--- config.mk ---
export PLATFORM = sky130hd
export DESIGN_NAME = ksat_ram
export DESIGN_NICKNAME = d
export VERILOG_FILES = /design/src/ksat_ram.sv
export SDC_FILE = /design/constraint.sdc
export NUM_CORES = 2
export LEC_CHECK = 0
export BUFFER_PORTS_ARGS = -buffer_cell sky130_fd_sc_hd__buf_2
export CAP_MARGIN = 0
export CORE_UTILIZATION = 50
export CTS_BUF_LIST = sky130_fd_sc_hd__clkbuf_2 sky130_fd_sc_hd__clkbuf_4 sky130_fd_sc_hd__clkbuf_8
export DETAILED_ROUTE_END_ITERATION = 8
export HOLD_SLACK_MARGIN = 0.12
export MAX_ROUTING_LAYER = met4
export PLACE_DENSITY = 0.7
export SYNTH_ARGS = -nofsm -noshare
export SYNTH_HDL_FRONTEND = slang
export SYNTH_SLANG_ARGS = --single-unit
--- constraint.sdc ---
create_clock -name clk -period 3.44 [get_ports clk]
set_input_delay 0 -clock clk [delete_from_list [all_inputs] [get_ports clk]]
set_output_delay 0 -clock clk [all_outputs]
set_load 0.01 [all_outputs]
--- src/ksat_ram.sv ---
// Generic single-write, single-read synchronous RAM with registered read data.
// No dependencies.
module ksat_ram #(
	parameter int WIDTH = 32,
	parameter int DEPTH = 128,
	localparam int AW = (DEPTH > 1) ? $clog2(DEPTH) : 1
) (
	input  logic             clk,
	input  logic             we,
	input  logic [AW-1:0]    waddr,
	input  logic [WIDTH-1:0] wdata,
	input  logic             re,
	input  logic [AW-1:0]    raddr,
	output logic [WIDTH-1:0] rdata
);

	logic [WIDTH-1:0] mem_q [DEPTH];

	always_ff @(posedge clk) begin
		if (we) begin
			mem_q[waddr] <= wdata;
		end
		if (re) begin
			rdata <= mem_q[raddr];
		end
	end

endmodule

==> impl_metrics.env <==
export IMPL_status="finished clean"
export IMPL_drv_slew=0
export IMPL_grt_pass1_vias=73310
export IMPL_rsz0062_at_grt="false"
export IMPL_cts_root_buffer="clkbuf_8"
export IMPL_initial_core_util_pct=50.25
export IMPL_area_growth_pct=14.84
export IMPL_syn_inst=5990
export IMPL_path_class="reg -> reg"
export IMPL_fmax_ghz=0.3030
export IMPL_cts_setup_buffers=0
export IMPL_power_density_nw_per_um2=555.0
export IMPL_n_fill_cell=21440
export IMPL_ys_types=16
export IMPL_crit_path_max_fanout=1
export IMPL_maxCapViolCount=0
export IMPL_routed_wl_met3_um=43630
export IMPL_skew_ps=41.24
export IMPL_ctsHoldBuffers=67
export IMPL_layout_drive_gt1_share_pct=40.47
export IMPL_slew_headroom_pct=10.54
export IMPL_track_usage_pct=25.95
export IMPL_rows=205
export IMPL_final_cell_mix="4128 x edfxtp_1, 1344 x mux4_2, 627 x clkbuf_8"
export IMPL_die_y_um=561.6
export IMPL_fin_cells=11550
export IMPL_netlist_area_um2=156600
export IMPL_period_minus_slack_ps=3300
export IMPL_die_area_um2=315400
export IMPL_hold_violations=0
export IMPL_grt_antenna_before_repair=65
export IMPL_multi_input_area_um2=32290
export IMPL_post_cts_resized=0
export IMPL_clock_latency_ps=1070
export IMPL_detail_route_antenna_nets=0
export IMPL_vias_per_cell=6.329
export IMPL_syn_nets=6039
export IMPL_arrival_ps=4100
export IMPL_cts_sinks=4128
export IMPL_setup_viol=0
export IMPL_hpwl_um=220300
export IMPL_dpl_cell_count=10320
export IMPL_nNetsFinal=6910
export IMPL_p_leak_nw=55.49
export IMPL_core_um2=311600
export IMPL_highest_layer="met4"
export IMPL_grt_pass1_wl_um=553100
export IMPL_wl_met1_um=147300
export IMPL_yosysSeqAreaShare_pct=79.16
export IMPL_worst_pin_slew_ps=1342
export IMPL_hold_class="in -> reg"
export IMPL_clock_path_buffers=4
export IMPL_crit_path_start_kind="register"
export IMPL_grt_max_degree=112
export IMPL_synth_area_per_cell_um2=26.14
export IMPL_wirelength_um=395500
export IMPL_fin_util_pct=57.71
export IMPL_cts_max_level=6
export IMPL_place_congestion=0.8542
export IMPL_end_kind="register"
export IMPL_cts_made_buffers=614
export IMPL_vias=73070
export IMPL_final_common_cell="edfxtp_1"
export IMPL_min_period_over_period_pct=95.94
export IMPL_ir_worst_vdd_uv=294.9
export IMPL_fin_setup_tns_ps=0
export IMPL_first_pass_iters=5
export IMPL_dr_wl_met2_um=190800
export IMPL_grt_overflow=0
export IMPL_yosys_warnings=0
export IMPL_drc_errors=0
export IMPL_ys_ff_latch=4128
export IMPL_seqCellArea_um2=124000
export IMPL_drt_iter0_markers=10740
export IMPL_die_x_um=561.6
export IMPL_port_buffers=80
export IMPL_cts_tree="built"
export IMPL_path_clk_slew_ps=60
export IMPL_wl_per_cell_um=34.26
export IMPL_ioPinCount=81
export IMPL_cp_required_ps=4240
==> synth_stat cells (all sizes together) <==
cell type	count	share of area (%)
buf	134	0.40
clkbuf	182	0.44
edfxtp	4128	79
mux2	32	0.23
mux4	1344	19
nand2	14	0.034
nand2b	2	0.0080
nand3	12	0.038
nand4	3	0.012
nor2	122	0.29
nor2b	7	0.028
nor3	9	0.029
or3	1	0.0040
==> per-stage QoR <==
| step | power [mW] | hold slack (ps) | worst slack [ps] | cell area [µm²] |
|---|---|---|---|---|
| after floorplan | 59.42 | 98.87 | 201.3 | 156600 |
| after global placement | 62.18 | 436.5 | 102.5 | 167200 |
| final | 99.81 | 164.5 | 139.6 | 179800 |
| after detailed placement | 62.30 | 431.7 | 85.77 | 167200 |
| after CTS | 100.2 | 120.6 | 168.9 | 179600 |
| after global routing | 102.5 | 183.1 | 133.9 | 179800 |
==> metal layers <==
| layer | global-route usage [%] | up-vias |
|---|---|---|
| met5 | - | - |
| met1 | 35.05 | 39460 |
| met2 | 39.98 | 4638 |
| met4 | 9.477 | 0 |
| met3 | 4.787 | 639 |
| li1 | - | 28330 |
==> registers in the layout (all words and copies together), names as in the netlist <==
name and cells:
mem_q 4096, rdata 32
==> where the power goes <==
part           switching (mW)  internal, mW  leakage, nW
Combinational            3.31          2.26         12.2
Clock                    18.2          20.2         6.15
Sequential              0.182          55.6         37.1
Total                    21.7          78.1         55.5
==> worst paths after layout <==
path,to,from,slack [ps],depth (start not counted)
worst max-delay path,rdata[8],mem_q[37][8],140,5
worst min-delay path,mem_q[2][12],wdata[12],160,2
worst max register to register,rdata[8],mem_q[37][8],140,5
worst min register to register,rdata[25],mem_q[127][25],1200,4
==> kinds of logic after synthesis <==
group | share of synthesized area (%)
flops | 79.16
mux | 19.56
buf+inv | 0.8373
simple gates | 0.4450
==> critical path, stage by stage, from the launching register on <==
cell,delay (ps)
edfxtp_1,360
mux4_2,480
mux4_2,650
mux4_2,570
dlygate4sd3_1,670
mux2_2,300
==> area by class of cell <==
class,instances,area share (%)
clock buffer,823,5.617
clock inverter,237,0.8683
sequential,4128,68.93
antenna,100,0.1392
multi-input combinational,1546,17.96
timing repair buffer,571,3.609
tap,4140,2.880
Power figures use the tool's default switching activity.
