`src/ksat_pkg.sv`:
```
// Package for the keyed score accumulator table: field widths, codes,
// controller states and the request/result structs of the score update unit.
package ksat_pkg;

	localparam int KEY_W   = 22;
	localparam int SCORE_W = 32;
	localparam int INC_W   = 16;

	localparam logic signed [SCORE_W-1:0] THRESH_RESET = 32'sd80;
	localparam logic signed [SCORE_W-1:0] SCORE_MAX    = 32'sh7FFF_FFFF;
	localparam logic signed [SCORE_W-1:0] SCORE_MIN    = 32'sh8000_0000;

	localparam logic MODE_ADD   = 1'b0;
	localparam logic MODE_CLEAR = 1'b1;

	typedef enum logic [1:0] {
		ST_IDLE,
		ST_SEARCH,
		ST_UPDATE,
		ST_FINISH
	} state_t;

	typedef struct packed {
		logic                      mode;
		logic                      full;
		logic signed [SCORE_W-1:0] old_score;
		logic signed [INC_W-1:0]   inc;
		logic signed [SCORE_W-1:0] thresh;
	} upd_req_t;

	typedef struct packed {
		logic signed [SCORE_W-1:0] score;
		logic                      over;
		logic                      full;
	} upd_res_t;

endpackage

```
`src/ksat_update.sv`:
```
// Score update unit: saturating add of the increment, clear mode and threshold test.
// Depends on ksat_pkg for the request and result structs.
module ksat_update import ksat_pkg::*; (
	input  upd_req_t req,
	output upd_res_t res
);

	logic [SCORE_W:0]   sum;
	logic [SCORE_W-1:0] sat;

	assign sum = {req.old_score[SCORE_W-1], req.old_score}
		+ {{(SCORE_W+1-INC_W){req.inc[INC_W-1]}}, req.inc};

	always_comb begin
		// top two bits disagree on overflow; clamp toward the sign of the sum
		case (sum[SCORE_W:SCORE_W-1])
			2'b01:   sat = SCORE_MAX;
			2'b10:   sat = SCORE_MIN;
			default: sat = sum[SCORE_W-1:0];
		endcase
	end

	always_comb begin
		res.full  = req.full;
		res.score = '0;
		res.over  = 1'b0;
		if (!req.full && req.mode == MODE_ADD) begin
			res.score = sat;
			res.over  = ($signed(sat) >= req.thresh);
		end
	end

endmodule

```
`config.mk`:
```
export PLATFORM = sky130hd
export DESIGN_NAME = ksat_update
export DESIGN_NICKNAME = d
export VERILOG_FILES = /design/src/ksat_pkg.sv /design/src/ksat_update.sv
export SDC_FILE = /design/constraint.sdc
export NUM_CORES = 1
export LEC_CHECK = 0
export BUFFER_PORTS_ARGS = -buffer_cell sky130_fd_sc_hd__buf_2
export CAP_MARGIN = 20
export CORE_MARGIN = 10
export CORE_UTILIZATION = 49
export DETAILED_ROUTE_END_ITERATION = 12
export PLACE_DENSITY = 0.82
export SLEW_MARGIN = 20
export SYNTH_ARGS = -nofsm -noshare
export SYNTH_HDL_FRONTEND = slang
export SYNTH_SLANG_ARGS = --single-unit
```
`constraint.sdc`:
```
create_clock -name vclk -period 7.2
set_input_delay 1.44 -clock vclk [all_inputs]
set_output_delay 1.44 -clock vclk [all_outputs]
set_load 0.01 [all_outputs]
```
==> results.yml <==
global_routing:
  overflow: 0
  grt_max_degree: 21
  grt_pass1_wl_um: 21400
  antenna_found_initial: 0
  first_global_vias: 4619
  grt_usage: 0.242
pwr:
  p_leak_nw: 2.71
  vdd.ir_drop.worst_mv: 0.0656
  power_density_nw_per_um2: 198
detailed_routing:
  viasPerCell: 5.82
  drt_first_pass_iters: 5
  routed_wl_um: 13700
  top_layer: "met4"
  drc: 0
  drtIter0Drc: 248
  drtAntennaViolNets: 0
  route.met2.wl_um: 6660
  vias: 4549
  wl_met1_um: 5520
  routed-wl-met3_um: 917
  post_drt_wl_per_cell_um: 17.5
timing:
  post-route-period-util: 1.02
  setup_violations: 1
  hold_violations: 0
  rsz0062_at_grt: "true"
  slew_viol_final: 0
  max_freq_mhz: 137
  relSlewSlack: 0.489
  worst_slew_pin_slew_ns: 0.760
  setup_ws_ns: -0.113
  post-route-min-period_ns: 7.31
setup_path:
  start_kind: "input pin"
  slowest_delay_ns: 0.36
  critPathMaxFanout: 3
  cpMaxStageDelayCell: "fa_2"
  crit_arrival_ns: 5.87
  crit_family: "compound AO/OA/AOI/OAI gates"
  endpoint_kind: "output pin"
  path_buf_inv: 4
  crit_required_ns: 5.76
  worstSetupPathType: "input pin to output pin"
logic_synthesis:
  synthCells: 480
  synth_area_um2: 3310
  yosysWarnings: 0
  synthDistinctLibCells: 56
  ys_seq_area_frac: 0
  syn_nets: 628
  avgSynthCellArea_um2: 6.89
clocking:
  hold_buffers: 0
placement:
  port-buffer-count: 116
  hpwl_um: 10400
  dp_slack_ns: -0.415
  dpl_cell_area_um2: 4650
  finalWeightedCongestion: 1.01
final_layout:
  nNetsFinal: 855
  final_common_cell: "buf_4"
  areaGrowthSynthToFinish_pct: 58.8
  nClkBuffers: 0
  final_cell_mix: "buf_4 (122), buf_2 (113), ha_1 (47), a21oi_1 (46), nor2_1 (44)"
  drive_above_1_share: 0.485
  antenna_cells: 0
  fin_area_um2: 5250
  ff_latch_area_um2: 0
  seq_cells: 0
run_status:
  violations: "negative setup slack"
  outcome: "finished with violations"
flow_run:
  cap_violations: 0
floorplan:
  die_height_um: 102
  row_count: 29
  dieArea_um2: 10400
  core_area_um2: 6460
  start_util: 0.512
  io_pins: 116
  die_w_um: 102
hold_path:
  hold_path.class: "input pin to output pin"
## path summary, 6_finish.rpt
path                     from      to  slack [ns]  cells after the start
worst max-delay path  req[48]  res[1]       -0.11                     26
worst min-delay path  req[80]  res[0]        3.10                      2
## per-stage QoR
stage	utilization	TNS, ns	std cells	total power, mW	hold WS, ns
after floorplan	-	0	480	0.530	2.93
after global placement	0.720	-0.266	755	0.782	3.10
after detailed placement	0.720	-0.415	755	0.817	3.10
after CTS	0.782	-0.0843	777	0.938	3.10
after global routing	0.813	-0.297	782	1.12	3.13
final	0.813	-0.113	782	1.04	3.10
## cells by family (layout without fill, tap and decap cells)
kind of cell             Yosys count  after routing  synth area share
AO/OA/AOI/OAI                    157            157             0.314
XOR/XNOR                          26             26            0.0689
adder cells (fa/ha/maj)           66             66             0.252
buffers and inverters             61            286            0.0870
multiplexers                       4              4            0.0121
AND/OR/NAND/NOR                  166            166             0.266
## cells in the mapped netlist (10+ instances only)
| cell type | number | share of area |
|---|---|---|
| nor2_2 | 23 | 0.044 |
| a21o_1 | 14 | 0.032 |
| and2_1 | 19 | 0.036 |
| o21ai_0 | 24 | 0.036 |
| xor2_1 | 10 | 0.026 |
| inv_1 | 40 | 0.045 |
| xnor2_1 | 16 | 0.042 |
| a21oi_1 | 54 | 0.082 |
| ha_1 | 65 | 0.25 |
| nand4_1 | 13 | 0.025 |
| a21oi_2 | 10 | 0.026 |
| nand2_1 | 33 | 0.037 |
| nor2_1 | 46 | 0.052 |
## report_power, final
group | switching [mW] | internal [mW]
registers | 0 | 0
clock network | 0 | 0
logic | 0.531 | 0.509
total | 0.531 | 0.509
## per-layer routing
metal  track usage  vias up
met4        0.0813        0
met5             0        -
li1              -     2169
met1         0.289     2076
met2         0.440      245
met3        0.0229       59
## layout make-up
cell class,count,area [um^2]
Multi-Input combinational cell,419,3380
Timing Repair Buffer,246,1620
Fill cell,396,1210
Inverter,40,150
Tap cell,77,96.3
## what timing repair did
| item | 4_1_cts | 5_1_grt |
|---|---|---|
| setup endpoints to repair | 1 | 1 |
| pin swaps | 32 | 37 |
| setup buffers | 21 | 10 |
| endpoints found under the hold margin | 0 | 0 |
| gates resized for setup | 38 | 34 |
| gates cloned | 1 | 0 |
Power figures use the tool's default switching activity.
